### src/design/rsm_pkg.sv
// ----------------------------------------------------------------------------
// rsm_pkg: shared types and constants of the regex stream matcher
// Operation codes, token kinds, special pattern bytes and the structs
// that run between the top level and the row of matcher cells.
// ----------------------------------------------------------------------------
package rsm_pkg;

   localparam logic [1:0] OP_CLEAR  = 2'd0;
   localparam logic [1:0] OP_APPEND = 2'd1;
   localparam logic [1:0] OP_TEXT   = 2'd2;
   localparam logic [1:0] OP_END    = 2'd3;

   localparam logic [1:0] KIND_NONE = 2'd0;
   localparam logic [1:0] KIND_LIT  = 2'd1;
   localparam logic [1:0] KIND_STAR = 2'd2;
   localparam logic [1:0] KIND_END  = 2'd3;

   localparam logic [7:0] CH_STAR  = 8'h2A;
   localparam logic [7:0] CH_DOLL  = 8'h24;
   localparam logic [7:0] CH_BAR   = 8'h7C;
   localparam logic [7:0] CH_CARET = 8'h5E;
   localparam logic [7:0] CH_DOT   = 8'h2E;
   localparam logic [7:0] CH_UP_A  = 8'h41;
   localparam logic [7:0] CH_UP_Z  = 8'h5A;
   localparam logic [7:0] CASE_GAP = 8'h20;

   // Signals handed from one cell to the next in every cycle.
   typedef struct packed {
      logic adv;    // a literal here matched, the next position goes live
      logic skip1;  // this position is a live star
      logic skip2;  // the position before this one is a live star
   } chain_type;

   // Broadcast control from the top level to every cell.
   typedef struct packed {
      logic       clear;
      logic       wr;
      logic       caret;
      logic       fix_prev;
      logic       step;
      logic       clr_text;
      logic       at_start;
      logic       next_start;
      logic       next_anch;
      logic [1:0] wr_kind;
      logic [1:0] prev_kind;
      logic       ignore_case;
      logic [7:0] wr_byte;
      logic [7:0] text_byte;
   } cell_ctrl_type;

   function automatic logic [7:0] fold(input logic [7:0] c, input logic ic);
      if (ic && c >= CH_UP_A && c <= CH_UP_Z) begin
         return c + CASE_GAP;
      end
      return c;
   endfunction

endpackage

### src/design/regex_stream_matcher.sv
// ----------------------------------------------------------------------------
// regex_stream_matcher: streaming pattern matcher
// Bit-parallel NFA over a row of pattern cells, one cell per position.
// ----------------------------------------------------------------------------
// Usage: every word on the req_ channel carries an op and a byte. Clear
// wipes the pattern and the text, append adds a pattern byte, a text byte
// advances every live position of the NFA at once, and end of text
// returns one rsp_ word with matched and pattern_overflow.
// Throughput is one word per cycle for every op while req_stall is low;
// the NFA update is a single pass through the cell row, where the star
// skips ripple from cell to cell. An end of text word gives its answer
// on rsp_ in the cycle after it is accepted, from an output register.
// The csr_ channel writes ignore_case and is always ready; write it only
// while the block is idle.
// After reset the pattern is empty, ignore_case is 0 and no answer waits.
// While an answer waits and rsp_stall is high, req_stall is high too; the
// input is taken again in the cycle the answer is taken.
// ----------------------------------------------------------------------------
module regex_stream_matcher #(
   parameter int unsigned PATTERN_LEN = 32
) (
   input  logic       clock,
   input  logic       reset,
   input  logic       req_valid,
   output logic       req_stall,
   input  logic [1:0] req_op,
   input  logic [7:0] req_byte_value,
   output logic       rsp_valid,
   input  logic       rsp_stall,
   output logic       rsp_matched,
   output logic       rsp_pattern_overflow,
   input  logic       csr_valid,
   output logic       csr_ready,
   input  logic       csr_data
);
   import rsm_pkg::*;

   localparam int unsigned IW = $clog2(PATTERN_LEN + 1);

   logic          accept;
   logic [IW-1:0] count_ff, count_in;
   logic          ovf_ff, ovf_in, ended_ff, ended_in;
   logic          alt_ff, alt_in, lasttok_ff, lasttok_in;
   logic          match_ff, match_in, at_start_ff, at_start_in;
   logic          stopped_ff, stopped_in, ic_ff;
   logic          rsp_valid_ff, rsp_valid_in, rsp_matched_ff, rsp_ovf_ff;
   logic          any_alt, any_end;
   cell_ctrl_type ctrl;
   chain_type     chain [0:PATTERN_LEN+1];
   logic [PATTERN_LEN:0] alt_hits, end_hits;

   assign req_stall            = rsp_valid_ff & rsp_stall;
   assign accept               = req_valid & ~req_stall;
   assign csr_ready            = 1'b1;
   assign rsp_valid            = rsp_valid_ff;
   assign rsp_matched          = rsp_matched_ff;
   assign rsp_pattern_overflow = rsp_ovf_ff;

   assign chain[0] = '0;
   for (genvar g = 0; g <= PATTERN_LEN; g++) begin : g_cell
      rsm_cell #(.INDEX(g), .IW(IW)) u_cell (
         .clock(clock), .reset(reset), .count(count_ff), .wr_idx(count_ff),
         .ctrl(ctrl), .chain_in(chain[g]), .chain_out(chain[g+1]),
         .alt_end_hit(alt_hits[g]), .end_hit(end_hits[g])
      );
   end

   assign any_alt = |alt_hits;
   assign any_end = |end_hits;

   always_comb begin
      count_in    = count_ff;
      ovf_in      = ovf_ff;
      ended_in    = ended_ff;
      alt_in      = alt_ff;
      lasttok_in  = lasttok_ff;
      match_in    = match_ff;
      at_start_in = at_start_ff;
      stopped_in  = stopped_ff;
      rsp_valid_in = rsp_valid_ff & rsp_stall;
      ctrl = '0;
      ctrl.at_start    = at_start_ff;
      ctrl.ignore_case = ic_ff;
      ctrl.wr_byte     = req_byte_value;
      ctrl.text_byte   = fold(req_byte_value, ic_ff);
      ctrl.wr_kind     = KIND_LIT;
      ctrl.prev_kind   = KIND_LIT;
      if (accept) begin
         case (req_op)
            OP_CLEAR: begin
               ctrl.clear    = 1'b1;
               ctrl.clr_text = 1'b1;
               count_in   = '0;
               ovf_in     = 1'b0;
               ended_in   = 1'b0;
               alt_in     = 1'b1;
               lasttok_in = 1'b0;
            end
            OP_APPEND: begin
               ctrl.clr_text = 1'b1;
               if (!ended_ff) begin
                  if (req_byte_value == '0) begin
                     ended_in = 1'b1;
                  end else if (count_ff == IW'(PATTERN_LEN)) begin
                     ovf_in = 1'b1;
                  end else begin
                     ctrl.wr  = 1'b1;
                     count_in = count_ff + 1'b1;
                     ctrl.fix_prev  = lasttok_ff && req_byte_value != CH_BAR;
                     ctrl.prev_kind = (req_byte_value == CH_STAR) ? KIND_STAR : KIND_LIT;
                     if (alt_ff && req_byte_value == CH_CARET) begin
                        // Anchor: the alternative starts at the following byte.
                        ctrl.caret      = 1'b1;
                        ctrl.wr_kind    = KIND_NONE;
                        ctrl.next_start = 1'b1;
                        ctrl.next_anch  = 1'b1;
                        alt_in     = 1'b0;
                        lasttok_in = 1'b0;
                     end else if (lasttok_ff && req_byte_value == CH_STAR) begin
                        ctrl.wr_kind = KIND_NONE;
                        alt_in     = 1'b0;
                        lasttok_in = 1'b0;
                     end else if (req_byte_value == CH_BAR) begin
                        ctrl.wr_kind    = KIND_NONE;
                        ctrl.next_start = 1'b1;
                        alt_in     = 1'b1;
                        lasttok_in = 1'b0;
                     end else begin
                        ctrl.wr_kind = (req_byte_value == CH_DOLL) ? KIND_END : KIND_LIT;
                        alt_in     = 1'b0;
                        lasttok_in = 1'b1;
                     end
                  end
               end
            end
            OP_TEXT: begin
               if (!stopped_ff) begin
                  if (req_byte_value == '0) begin
                     stopped_in = 1'b1;
                  end else begin
                     ctrl.step   = 1'b1;
                     match_in    = match_ff | any_alt;
                     at_start_in = 1'b0;
                  end
               end
            end
            default: begin
               rsp_valid_in = 1'b1;
               ctrl.clr_text = 1'b1;
            end
         endcase
         if (ctrl.clr_text) begin
            match_in    = 1'b0;
            at_start_in = 1'b1;
            stopped_in  = 1'b0;
         end
      end
   end

   always_ff @(posedge clock) begin
      if (reset) begin
         count_ff     <= '0;
         ovf_ff       <= 1'b0;
         ended_ff     <= 1'b0;
         alt_ff       <= 1'b1;
         lasttok_ff   <= 1'b0;
         match_ff     <= 1'b0;
         at_start_ff  <= 1'b1;
         stopped_ff   <= 1'b0;
         rsp_valid_ff <= 1'b0;
         ic_ff        <= 1'b0;
      end else begin
         count_ff     <= count_in;
         ovf_ff       <= ovf_in;
         ended_ff     <= ended_in;
         alt_ff       <= alt_in;
         lasttok_ff   <= lasttok_in;
         match_ff     <= match_in;
         at_start_ff  <= at_start_in;
         stopped_ff   <= stopped_in;
         rsp_valid_ff <= rsp_valid_in;
         if (csr_valid && csr_ready) begin
            ic_ff <= csr_data;
         end
      end
   end

   always_ff @(posedge clock) begin
      if (accept && req_op == OP_END) begin
         rsp_matched_ff <= match_ff | any_alt | any_end;
         rsp_ovf_ff     <= ovf_ff;
      end
   end

endmodule

### src/design/rsm_cell.sv
// ----------------------------------------------------------------------------
// rsm_cell: one pattern position of the matcher
// Holds a pattern byte, its token flags and its live bit, and hands
// advance and star-skip signals to the next cell.
// ----------------------------------------------------------------------------
module rsm_cell #(
   parameter int unsigned INDEX = 0,
   parameter int unsigned IW    = 6
) (
   input  logic                  clock,
   input  logic                  reset,
   input  logic [IW-1:0]         count,
   input  logic [IW-1:0]         wr_idx,
   input  rsm_pkg::cell_ctrl_type ctrl,
   input  rsm_pkg::chain_type     chain_in,
   output rsm_pkg::chain_type     chain_out,
   output logic                  alt_end_hit,
   output logic                  end_hit
);
   import rsm_pkg::*;

   logic [7:0] byte_ff;
   logic [1:0] kind_ff;
   logic       start_ff, start_in;
   logic       anch_ff, anch_in;
   logic       active_ff, active_in;
   logic       valid, in_range, cur, hit, is_star, is_lit, nxt;
   logic       is_self, is_after, is_before;

   assign is_self   = 32'(wr_idx) == INDEX;
   assign is_after  = 32'(wr_idx) + 32'd1 == INDEX;
   assign is_before = 32'(wr_idx) == INDEX + 1;

   // Cells past the position after the last stored byte hold stale flags.
   assign valid    = 32'(count) > INDEX;
   assign in_range = 32'(count) >= INDEX;
   assign is_star  = valid && kind_ff == KIND_STAR;
   assign is_lit   = valid && kind_ff == KIND_LIT;
   assign cur      = active_ff | (start_ff & (~anch_ff | ctrl.at_start)) | chain_in.skip2;
   assign hit      = byte_ff == CH_DOT || fold(byte_ff, ctrl.ignore_case) == ctrl.text_byte;
   assign nxt      = chain_in.adv | (cur & is_star & hit);

   assign chain_out.adv   = cur & is_lit & hit;
   assign chain_out.skip1 = cur & is_star;
   assign chain_out.skip2 = chain_in.skip1;

   assign alt_end_hit = cur & in_range & (~valid | byte_ff == CH_BAR);
   assign end_hit     = cur & valid & kind_ff == KIND_END;

   always_comb begin
      active_in = active_ff;
      if (ctrl.clr_text) begin
         active_in = 1'b0;
      end else if (ctrl.step) begin
         active_in = nxt;
      end
      start_in = start_ff;
      anch_in  = anch_ff;
      if (ctrl.clear && INDEX == 0) begin
         start_in = 1'b1;
         anch_in  = 1'b0;
      end else if (ctrl.wr && is_after) begin
         start_in = ctrl.next_start;
         anch_in  = ctrl.next_anch;
      end else if (ctrl.wr && is_self && ctrl.caret) begin
         start_in = 1'b0;
         anch_in  = 1'b0;
      end
   end

   always_ff @(posedge clock) begin
      if (reset) begin
         active_ff <= 1'b0;
         start_ff  <= INDEX == 0;
         anch_ff   <= 1'b0;
      end else begin
         active_ff <= active_in;
         start_ff  <= start_in;
         anch_ff   <= anch_in;
      end
   end

   always_ff @(posedge clock) begin
      if (ctrl.wr && is_self) begin
         byte_ff <= ctrl.wr_byte;
         kind_ff <= ctrl.wr_kind;
      end else if (ctrl.wr && ctrl.fix_prev && is_before) begin
         kind_ff <= ctrl.prev_kind;
      end
   end

endmodule

### config.mk
export PLATFORM = sky130hd
export DESIGN_NAME = regex_stream_matcher
export DESIGN_NICKNAME = d
export VERILOG_FILES = /design/src/design/rsm_pkg.sv /design/src/design/regex_stream_matcher.sv /design/src/design/rsm_cell.sv
export SDC_FILE = /design/constraint.sdc
export NUM_CORES = 1
export LEC_CHECK = 0
export ABC_AREA = 1
export ABC_CLOCK_PERIOD_IN_PS = 5000
export BUFFER_PORTS_ARGS = -buffer_cell sky130_fd_sc_hd__buf_2
export CORE_MARGIN = 2
export CORE_UTILIZATION = 45
export CTS_BUF_LIST = sky130_fd_sc_hd__clkbuf_8
export CTS_CLUSTER_SIZE = 20
export DETAILED_ROUTE_END_ITERATION = 10
export PLACE_DENSITY = 0.59
export SLEW_MARGIN = 40
export SYNTH_ARGS = -nofsm -noshare
export SYNTH_HDL_FRONTEND = slang
export SYNTH_SLANG_ARGS = --single-unit
### constraint.sdc
create_clock -name clock -period 5 [get_ports clock]
set_input_delay 0.5 -clock clock [delete_from_list [all_inputs] [get_ports clock]]
set_output_delay 0.5 -clock clock [all_outputs]
set_load 0.02 [all_outputs]
==> Yosys cells after proc, flatten, opt, wreduce, memory -nomap -nowiden <==
Index checks and enable logic that the tools add are counted.
{ "totals": {"word_cells": 1862, "output_inout_bits": 5, "register_bits": 446} }
{ "op_classes": {"order_cmp": 133, "n_reduce_logical": 385, "eq_ne": 276, "mux": 328, "bitwise": 527, "addsub": 36} }
{ "op_table": {"columns": ["operator", "n"], "rows": [
  ["$mux 8", 68],
  ["$eq 32x5->1 const B", 16],
  ["$and 1x1->1", 296],
  ["$eq 8x6->1 const B", 35],
  ["$eq 8x7->1 const B", 35],
  ["$add 8x6->8 const B", 34],
  ["$ge 8x7->1 const B", 34],
  ["$le 8x7->1 const B", 34],
  ["$logic_and 1x1->1", 270],
  ["$eq 8x8->1", 33],
  ["$eq 32x4->1 const B", 8],
  ["$mux 1", 171],
  ["$or 1x1->1", 164],
  ["$mux 2", 71],
  ["$eq 2x2->1 const B", 68],
  ["$reduce_bool 2->1", 68],
  ["$eq 32x3->1 const B", 4],
  ["$eq 6x5->1 const B", 16],
  ["$ge 6x5->1 const B", 16],
  ["$gt 6x5->1 const B", 16],
  ["$not 1->1", 67],
  ["$eq 2x1->1 const B", 33],
  ["$reduce_or 33->1", 2],
  ["$eq 32x2->1 const B", 2],
  ["other kinds (36)", 124]
]} }

==> Longest topological paths before layout <==
Gate-level depths: netlist (run 1).
{ "logic_depth": {"depth_word": 44, "ltp_mapped": 40} }

==> Modules after synthesis <==
A second synthesis (run 1) with hierarchy kept.
{ "unflattened": {"cells_unflattened": 4297, "hier_area_um2": 31687.9} }
{ "by_module_without_submodules": {"columns": ["mod", "area_per_inst_um2", "cells_per_inst", "instances"], "rows": [
  ["regex_stream_matcher", 1386.3, 237, 1],
  ["rsm_cell (g_cell[30].u_cell)", 955.9, 135, 1],
  ["rsm_cell (g_cell[9].u_cell)", 949.7, 122, 1],
  ["rsm_cell (g_cell[31].u_cell)", 945.9, 126, 1],
  ["rsm_cell (g_cell[10].u_cell)", 939.7, 126, 1],
  ["rsm_cell (g_cell[15].u_cell)", 939.7, 124, 1],
  ["rsm_cell (g_cell[25].u_cell)", 939.7, 123, 1],
  ["rsm_cell (g_cell[26].u_cell)", 935.9, 123, 1],
  ["rsm_cell (g_cell[17].u_cell)", 929.6, 128, 1],
  ["rsm_cell (g_cell[21].u_cell)", 929.6, 122, 1],
  ["rsm_cell (g_cell[22].u_cell)", 929.6, 127, 1],
  ["rsm_cell (g_cell[19].u_cell)", 928.4, 127, 1],
  ["rsm_cell (g_cell[29].u_cell)", 928.4, 122, 1],
  ["rsm_cell (g_cell[23].u_cell)", 927.1, 126, 1],
  ["+20 rows", null, null, null]
]} }

==> Least setup slack after synthesis (run 1) <==
OpenSTA, ideal clock, no wires.
{ "synth_path": {"path_kind": "register -> register", "start": "register count_ff[1]", "end": "register rsp_matched_ff (netlist: rsp_matched) (data pin)", "arrival_ns": 3.524, "setup_time_ns": 0.136, "path_stages_with_launch": 41, "setup_slack_ns": 1.340, "t_required_ns": 4.864, "path_cell_list": "dfxtp_1 -> clkbuf_1 -> inv_1 -> ha_1 -> nand3_2 -> nand3_1 -> nand2_2 -> nand2_1 -> nand2_1 -> nand2_2 -> nand2_4 -> nand2_4 -> nand2_4 -> nand2_4 -> nand2_4 -> nand2_4 -> nand2_4 -> nand2_4 -> [5 not listed] -> nand2_2 -> nand2_4 -> nand2_4 -> nand2_4 -> nand2_2 -> nand2_4 -> nand2_4 -> nand2_4 -> nand2_2 -> nand2_4 -> nand2_4 -> nand2_2 -> nand2_2 -> nand2_2 -> nand2_1 -> nor2_1 -> nor2_1 -> nand3b_1"} }
{ "synth_via": {"elab_chain_cells": 39} }
{ "synth_lines": {"columns": ["element", "line", "text"], "rows": [
  ["start, declared", "regex_stream_matcher.sv:41", "logic [IW-1:0] count_ff, count_in;"],
  ["start signal, assigned", "regex_stream_matcher.sv:173", "count_ff <= count_in;"],
  ["$gt 6x1->1", "rsm_cell.sv:35", "assign valid = 32'(count) > INDEX;"],
  ["$logic_and 1x1->1", "rsm_cell.sv:37", "assign is_star = valid && kind_ff == KIND_STAR;"],
  ["$and 1x1->1", "rsm_cell.sv:44", "assign chain_out.skip1 = cur & is_star;"],
  ["$or 1x1->1", "rsm_cell.sv:39", "assign cur = active_ff | (start_ff & (~anch_ff | ctrl.at_start)) | chain_in.skip2;"],
  ["$and 1x1->1", "rsm_cell.sv:44", null],
  ["$or 1x1->1", "rsm_cell.sv:39", null],
  ["$and 1x1->1", "rsm_cell.sv:44", null],
  ["$or 1x1->1", "rsm_cell.sv:39", null],
  ["[22 not listed]", null, null],
  ["$and 1x1->1", "rsm_cell.sv:44", null],
  ["$or 1x1->1", "rsm_cell.sv:39", null],
  ["$and 1x1->1", "rsm_cell.sv:44", null],
  ["$or 1x1->1", "rsm_cell.sv:39", null],
  ["$and 1x1->1 (2 in a row)", "rsm_cell.sv:47", "assign alt_end_hit = cur & in_range & (~valid | byte_ff == CH_BAR);"],
  ["$reduce_or 33->1", "regex_stream_matcher.sv:68", "assign any_alt = |alt_hits;"],
  ["$or 1x1->1", "regex_stream_matcher.sv:190", "rsp_matched_ff <= match_ff | any_alt | any_end;"],
  ["$or 1x1->1 *", "regex_stream_matcher.sv:190", null],
  ["end signal, assigned", "regex_stream_matcher.sv:190", null],
  ["end, declared", "regex_stream_matcher.sv:46", "logic rsp_valid_ff, rsp_valid_in, rsp_matched_ff, rsp_ovf_ff;"]
]} }
Mark *: on every way between the ends. The rest lies on a longest branch, timed or not.
A chain may end at the register's enable or synchronous reset.

==> Final worst setup path (run 1) <==
{ "layout_path": {"start": "register count_ff[0]", "end": "register rsp_matched_ff (netlist: rsp_matched) (data pin)"} }
Same word-level chain as after synthesis.

==> summary by stage, run 1 <==
CTS
The number of buffers added by the clock tree synthesis step is slightly below 80. For this design, the sink count on the clock tree is 446. After clock tree synthesis, the clock-pin slew on the worst setup and hold paths is 70 ps.

The cell chosen for the clock root is sky130_fd_sc_hd__clkbuf_8. The clock tree synthesis step divided the H-tree into 3 levels. Once the clock tree was built, the resizer swapped 0 gates to a different size. The longest clock path from root to sink contains 3 buffers. At the later pin of the worst-skew pair, clock insertion delay measures 680 ps. The number of hold-repair buffers added at the cts stage is 0.

The CTS tree is yes. The post-CTS setup repair buffer count is 0.

Route
The final routed wirelength across all metal layers is 84900 um. The detailed router finished its first iteration with 2021 violations. The pre-antenna-repair detailed-routing pass consisted of 6 iterations. After detailed routing, the number of remaining DRC violations is 0. The antenna violation net count after detailed routing is 0. Dividing the detail-routed via count by the number of cells gives 5.91. The via total after detailed routing is 23500. After detailed routing, the average wire length per cell comes to 21.4 um.

Placement
At the end of routability-driven placement, the weighted congestion stood at ~0.95. The HPWL after detailed placement is approximately 60000 um. The number of I/O port buffers is 19. The worst setup slack before clock tree synthesis is 545 ps.

Cells and area
The top cell types in the final layout, fill and taps aside, are 447 x sky130_fd_sc_hd__nand2_1, 419 x sky130_fd_sc_hd__inv_1, 332 x sky130_fd_sc_hd__edfxtp_1. After filler insertion, the fill cell instance count of the layout stands at 5414. The post-layout net count is 3199. The library cell used most frequently in the layout, excluding fill and tap cells, is sky130_fd_sc_hd__nand2_1. The post-route netlist has 10.1% of its cells at a drive strength greater than 1. The area growth from synthesis to layout is 10.6%.

Global route
The total global-route track usage is 28.1%. The first global-routing pass estimated 128000 um of wire. The total overflow left after global routing is 0. The via count of the first global-routing pass is ~23000. The number of antenna violations at the first check in global routing is 2. The maximum number of pins on one net before global-route repair is roughly 80.

Worst setup path
The worst register-to-register path has a setup slack of 440 ps. The worst setup path is captured at a flip-flop. In this run the worst path has a maximum fanout of 7. The category of the critical setup timing path is flip-flop to flip-flop. STA classifies the critical path startpoint as a flip-flop. The endpoint of the most critical register-to-register path is rsp_matched$_DFFE_PP_.

At the worst endpoint, the required time is 5430 ps. The worst register-to-register path has a depth of 27. The dominant cell type by count on the critical path is sky130_fd_sc_hd__nor2_1.

The launch instance of the worst register-to-register path is count_ff[0]$_SDFFE_PP0P_. On the critical path, the stage with the largest delay is an instance of sky130_fd_sc_hd__a21oi_1. The largest single stage delay on the critical path is about 500 ps. At the worst endpoint, the arrival time is 4990 ps.

Synthesis
Synthesis inferred 446 register bits. The number of cells produced by synthesis is 3086. The sequential-to-total area share from yosys stat is 47.2%. The average instance in the mapped netlist occupies 8.41 um2. The total of warnings raised by yosys is 0.

The number of distinct library cells after synthesis is 73. In this run, synthesis inferred 332 flip-flops with an integrated enable. The most used flip-flop cell after synthesis is sky130_fd_sc_hd__edfxtp_1. The proportion of synthesized flip-flops having asynchronous set or reset is 0%. The synthesized netlist occupies a cell area of approximately 26000 um2.

Min path
The worst hold path was traced through 3 stages. In this run the most critical hold path is launched from csr_data. The worst hold path terminates at ic_ff$_SDFFE_PP0P_. The min-delay analysis places its worst path in the category input port to flip-flop.

Pwr
In this run the power density over the cells is 282 nW/um2. In this run the static leakage power is 0.0105 uW. The highest ir drop seen on vdd is 0.235 mV.

Job
The tool flagged a number of max-cap violations equal to 0.

STA
After routing, the total negative slack on setup checks comes to 0 ps. The tightest hold margin is 86.4 ps. The worst path meets setup with 437 ps of slack. The total count of hold-check failures in the final report is 0.

Setup repair after global routing left no endpoint under its margin. The normalized max-slew margin is about a third. The max-slew violation total from the final report is 0. In the finished design, the share of the clock period the worst path needs comes to 91.3%. The setup violation total in the final timing report is 0. The routed design could run at a clock period as short as roughly 4600 ps. The worst clock skew is around 35 ps. Static timing analysis puts the maximum clock frequency at 219 MHz. For the pin with the worst max-slew slack, the measured transition is 1010 ps.

Floorplanning
The number of primary I/O pins is 21. The height of the chip is 244 um. The site row count is 88. Once the floorplan was initialized, standard cells occupied 45.3% of the core. The core region is 57400 um2. The floorplan die width is 244 um. The die covers 59600 um2.

Run status
The run finished with clean final reports.
==> per-layer routing <==
layer | track usage, % | vias up | part of all wire, %
li1 | - | 10900 | -
met1 | 37.2 | 11400 | 43
met2 | 45.8 | 979 | 46
met3 | 4.28 | 214 | 7.3
met4 | 11.9 | 0 | 4.0
met5 | 0 | - | 0
==> state kept, by name, indices dropped and copies added, names as in the netlist, 6 cells and up <==
name	count
g_cell.u_cell.kind_ff	66
count_ff	6
g_cell.u_cell.anch_ff	33
g_cell.u_cell.start_ff	33
g_cell.u_cell.byte_ff	264
g_cell.u_cell.active_ff	33
==> final cells by class <==
| class | instances | area (um2) | share of cell area (%) |
|---|---|---|---|
| Sequential cell | 446 | 12300 | 42.7 |
| Clock buffer | 90 | 1240 | 4.31 |
| Tap cell | 765 | 957 | 3.33 |
| Inverter | 412 | 1560 | 5.43 |
| Antenna cell | 2 | 5.00 | 0.0174 |
| Clock inverter | 57 | 313 | 1.09 |
| Multi-Input combinational cell | 2135 | 11900 | 41.3 |
| Timing Repair Buffer | 69 | 537 | 1.87 |
==> cells by family (layout without fill, tap and decap cells) <==
family / Yosys count / count (layout) / synth area share (%)
AO/OA/AOI/OAI: 630 / 630 / 14.6
XOR/XNOR: 118 / 118 / 3.98
adder cells (fa/ha/maj): 40 / 40 / 1.93
buffers and inverters: 512 / 628 / 7.70
flip-flops: 446 / 446 / 47.2
other: 2 / 11 / 0.0289
AND/OR/NAND/NOR: 1338 / 1338 / 24.6
==> critical path, delay by kind of cell, from the launching register on <==
| kind | cells | cell delay [ps] |
|---|---|---|
| flip-flops | 1 | 370 |
| adder cells (fa/ha/maj) | 1 | 450 |
| AND/OR/NAND/NOR | 22 | 2380 |
| AO/OA/AOI/OAI | 2 | 660 |
| buffers and inverters | 2 | 440 |
==> per-stage QoR <==
stage          area [um2]  util (%)  power, uW  cells
3_3_place_gp        27100      47.2       4770   3826
2_1_floorplan       26000         -       4500   3093
6_report            28700      50.1       8090   3976
5_1_grt             28700      50.1       8370   3976
4_1_cts             28700      50.0       8140   3974
3_5_place_dp        27100      47.3       4780   3827
==> cell usage after synthesis (21+ instances only) <==
cell type                  instances  area, um2
sky130_fd_sc_hd__a21oi_1         190        951
sky130_fd_sc_hd__a221oi_1         22        193
sky130_fd_sc_hd__clkbuf_1         82        308
sky130_fd_sc_hd__dfxtp_1         114       2280
sky130_fd_sc_hd__edfxtp_1        332       9970
sky130_fd_sc_hd__ha_1             40        500
sky130_fd_sc_hd__inv_1           393       1480
sky130_fd_sc_hd__nand2_1         449       1690
sky130_fd_sc_hd__nand2_2          26        163
sky130_fd_sc_hd__nand2_4          42        473
sky130_fd_sc_hd__nand3_1         193        966
sky130_fd_sc_hd__nand4_1          69        432
sky130_fd_sc_hd__nor2_1          306       1150
sky130_fd_sc_hd__nor3_1          132        661
sky130_fd_sc_hd__nor4_1           55        344
sky130_fd_sc_hd__o211ai_1         21        158
sky130_fd_sc_hd__o21ai_0         198        991
sky130_fd_sc_hd__o22ai_1          61        382
sky130_fd_sc_hd__o41ai_1          22        193
sky130_fd_sc_hd__xnor2_1          42        368
sky130_fd_sc_hd__xor2_1           76        666
==> how the worst max path moves through the flow <==
stage                                  to  slack [ps]                      from
global placement    rsp_matched$_DFFE_PP_         600  count_ff[0]$_SDFFE_PP0P_
floorplan           rsp_matched$_DFFE_PP_        1340  count_ff[1]$_SDFFE_PP0P_
detailed placement  rsp_matched$_DFFE_PP_         550  count_ff[0]$_SDFFE_PP0P_
CTS                 rsp_matched$_DFFE_PP_         520  count_ff[0]$_SDFFE_PP0P_
global route        rsp_matched$_DFFE_PP_         100  count_ff[0]$_SDFFE_PP0P_
finish              rsp_matched$_DFFE_PP_         440  count_ff[0]$_SDFFE_PP0P_
==> power by group <==
group / total (uW) / switching [uW] / internal, uW
logic: 701 / 526 / 175
clock network: 3370 / 1570 / 1800
registers: 4020 / 25.0 / 3990
total: 8090 / 2120 / 5970
Power figures use the tool's default switching activity.
==> run 2: changes to the inputs <==
--- a/config.mk
+++ b/config.mk
@@ -6,7 +6,7 @@
 export NUM_CORES = 1
 export LEC_CHECK = 0
 export ABC_AREA = 1
-export ABC_CLOCK_PERIOD_IN_PS = 5000
+export ABC_CLOCK_PERIOD_IN_PS = 4300
 export BUFFER_PORTS_ARGS = -buffer_cell sky130_fd_sc_hd__buf_2
 export CORE_MARGIN = 2
 export CORE_UTILIZATION = 45
==> constraint.sdc (replaced) <==
create_clock -name clock -period 4.3 [get_ports clock]
set_input_delay 0.43 -clock clock [delete_from_list [all_inputs] [get_ports clock]]
set_output_delay 0.43 -clock clock [all_outputs]
set_load 0.02 [all_outputs]
==> summary by stage, run 2 (synthesis results as in run 1) <==
Cells and area
The post-layout net count is 3239 (was 3199). The synthesis-to-layout area growth is 12.2% (was 10.6%). The layout cell share with drive strength beyond 1 was 11.6% (was 10.1%). Largest registers ranked by flip-flop count: g_cell.u_cell.byte_ff: 264 flops, g_cell.u_cell.kind_ff: 66 flops (unchanged).

Commonest non-fill, non-tap cells in the layout: 448 x sky130_fd_sc_hd__nand2_1, 408 x sky130_fd_sc_hd__inv_1, 332 x sky130_fd_sc_hd__edfxtp_1 (was 447 x sky130_fd_sc_hd__nand2_1, 419 x sky130_fd_sc_hd__inv_1, 332 x sky130_fd_sc_hd__edfxtp_1). The register cell area after layout is 12300 um2 (unchanged). The top register by number of flip-flops is g_cell.u_cell.byte_ff (unchanged). The commonest non-fill, non-tap cell in the layout is sky130_fd_sc_hd__nand2_1 (unchanged). The number of inserted filler cells in the final layout is 5298 (was 5414). The flip-flop count of the largest register after layout is 264 (unchanged). The multi-input combinational cell area is 11900 um2 (about the same).

Global route
The number of antenna violations at the first check in global routing is 1 (was 2). The via count of the first global-routing pass came to 23000 (was 22700). The total global-route track usage is 28.5% (was 28.1%).

The maximum number of pins on one net before global-route repair is 65 (was 78). The first-pass GRT wire length was 131000 um (was 128000 um). The total congestion overflow is 0 (unchanged).

Route
The via-per-instance ratio is 5.87 (was 5.91). The via total after detailed routing was 23600 (was 23500). The number of search-and-repair iterations in the first detailed-routing pass was 5 (was 6). The antenna violation net count after detailed routing is 0 (unchanged). The number of DRC markers in iteration 0 came to 2002 (was 2021). The final routed DRC violation total came to 0 (unchanged).

The final routed wire length divided by cell count came to 21.6 um (was 21.4 um). The final routed wirelength across all metal layers is 86600 um (was 84900 um).

CTS
The later-pin clock latency in the skew report came to 690 ps (was 680 ps). The number of H-tree branching levels was 3 (unchanged). The number of buffers on the longest clock path is 3 (unchanged). The CTS tree is yes (unchanged). The clock sink total was 446 (unchanged). The clock transition at the registers of the reported paths is 70 ps (about the same). The number of buffers added by the clock tree synthesis step was 80 (was 79). The cell chosen for the clock root is sky130_fd_sc_hd__clkbuf_8 (unchanged).

Worst setup path
The data arrival time at the worst-slack endpoint came to 4410 ps (was 4990 ps). The launch instance of the worst register-to-register path is count_ff[2]$_SDFFE_PP0P_ (was count_ff[0]$_SDFFE_PP0P_). The worst path required time was 4730 ps (was 5430 ps). The endpoint of the most critical register-to-register path is rsp_matched$_DFFE_PP_ (unchanged). The library cell contributing the largest single delay on the critical path is sky130_fd_sc_hd__dfxtp_1 (was sky130_fd_sc_hd__a21oi_1).

The maximum cell stage delay along the critical path was 450 ps (was 500 ps). The maximum fanout along the worst path is 6 (was 7). The dominant cell type by count on the critical path was sky130_fd_sc_hd__nand2_4 (was sky130_fd_sc_hd__nor2_1). The category of the critical setup timing path is flip-flop to flip-flop (unchanged). The length in cells of the worst reg-to-reg path is 35 (was 27). The nature of the critical path startpoint was a flip-flop (unchanged). The critical path capture point type is a flip-flop (unchanged). The reg-to-reg setup timing slack is 320 ps (was 440 ps).

STA
RSZ-0062 raised after global routing: false (unchanged). The setup violation total in the final timing report is 0 (unchanged). The final setup TNS is 0 ps (unchanged). The final critical path time including I/O delays and setup is 3980 ps (was 4560 ps).

The worst clock skew is 45.3 ps (was 35.2 ps). The transition at the pin with the smallest max-transition slack is 883 ps (was 1010 ps). The normalized max-slew margin is 40.3% (was 32.1%). The share of the cycle needed by the critical path after routing is 92.5% (was 91.3%). The max-slew violation total from the final report is 0 (unchanged). The total count of hold-check failures in the final report is 0 (unchanged).

The maximum clock frequency was 251 MHz (was 219 MHz).

Placement
The half-perimeter wire length after placement is 61300 um (was 60200 um). The number of I/O port buffers is 19 (unchanged). The weighted congestion at the end of routability-driven global placement is 0.989 (was 0.947).

Floorplanning
The height of the chip came to 244 um (unchanged). The floorplan die width is 244 um (unchanged). The number of primary I/O pins is 21 (unchanged). The site row count was 88 (unchanged). The core outline area was 57400 um2 (unchanged). The die footprint is 59600 um2 (unchanged). The effective utilization at floorplan is 45.3% (unchanged).

Min path
The worst min-delay path startpoint is csr_data (unchanged). The type of the worst min-delay path is input port to flip-flop (unchanged). The worst hold path depth is 3 (unchanged). The worst hold endpoint was ic_ff$_SDFFE_PP0P_ (unchanged).

Pwr
The highest ir drop seen on vdd is 0.293 mV (was 0.235 mV). The sum of internal, switching and leakage power is 9590 uW (was 8090 uW). The total leakage power was 0.0107 uW (was 0.0105 uW). The power per unit of standard cell area was 329 nW/um2 (was 282 nW/um2).

Run status
Run status: finished clean (unchanged).

Job
The max-cap violation count was 0 (unchanged).
==> run 2: cell count changes in the layout (fill, tap and decap cells not counted), sizes merged <==
cell         delta
buf            +38
bufinv          +2
clkbuf          -5
clkinv          +8
clkinvlp        +4
dlygate4sd3     +1
inv             -6
==> run 2: stage by stage <==
stage               hold slack [ps]  setup WS, ps  utilization, %  std cells  instance area (um2)
floorplan                       408           640               -       3093                26000
global placement                434           174            47.7       3863                27400
detailed placement              418           181            47.8       3864                27400
CTS                            1.22           181            50.6       4015                29000
global route                   43.2          3.73            50.8       4018                29100
finish                         66.5           321            50.8       4018                29100
==> run 2: worst max-delay path by stage <==
| stage | from | to | slack, ps | cells after the start |
|---|---|---|---|---|
| floorplan | count_ff[1]$_SDFFE_PP0P_ | rsp_matched$_DFFE_PP_ | 640 | 40 |
| global placement | count_ff[0]$_SDFFE_PP0P_ | rsp_matched$_DFFE_PP_ | 170 | 29 |
| detailed placement | count_ff[0]$_SDFFE_PP0P_ | rsp_matched$_DFFE_PP_ | 180 | 29 |
| CTS | count_ff[0]$_SDFFE_PP0P_ | rsp_matched$_DFFE_PP_ | 180 | 29 |
| global route | count_ff[2]$_SDFFE_PP0P_ | rsp_matched$_DFFE_PP_ | 4 | 35 |
| finish | count_ff[2]$_SDFFE_PP0P_ | rsp_matched$_DFFE_PP_ | 320 | 35 |
==> run 2: power by group <==
group	internal, uW	switching (uW)	leakage, uW	total [uW]
combinational	235	629	0.00584	865
clock	2150	1910	0.000891	4060
sequential	4640	26.8	0.00397	4670
==> run 2: per-layer routing <==
layer / up-vias / routed length, um / global-route usage (%) / part of all wire, %
met3: 203 / 6140 / 4.29 / 7.1
met4: 0 / 3250 / 12.6 / 3.8
li1: 11000 / - / - / -
met1: 11400 / 36600 / 36.8 / 42
met2: 967 / 40600 / 47.6 / 47
met5: - / 0 / 0 / 0
==> run 2: area by class of cell <==
type / instances / share of cell area (%)
Antenna cell: 2 / 0.0172
Clock buffer: 85 / 4.02
Clock inverter: 65 / 1.49
Inverter: 412 / 5.34
Multi-Input combinational cell: 2135 / 40.8
Sequential cell: 446 / 42.1
Tap cell: 765 / 3.29
Timing Repair Buffer: 108 / 3.00
==> run 2: timing repair <==
item | 4_1_cts | 5_1_grt
buffers inserted | 0 | 1
hold buffers | 1 | 0
endpoints found under the hold margin | 1 | 0
setup endpoints to repair | 0 | 2
resized for setup | 0 | 12
==> run 2: critical path: cells and delay by family, from the launching register on <==
family | cells | cell delay (ps)
and+or+nand+nor | 33 | 3050
buffers and inverters | 2 | 220
DFF | 1 | 450
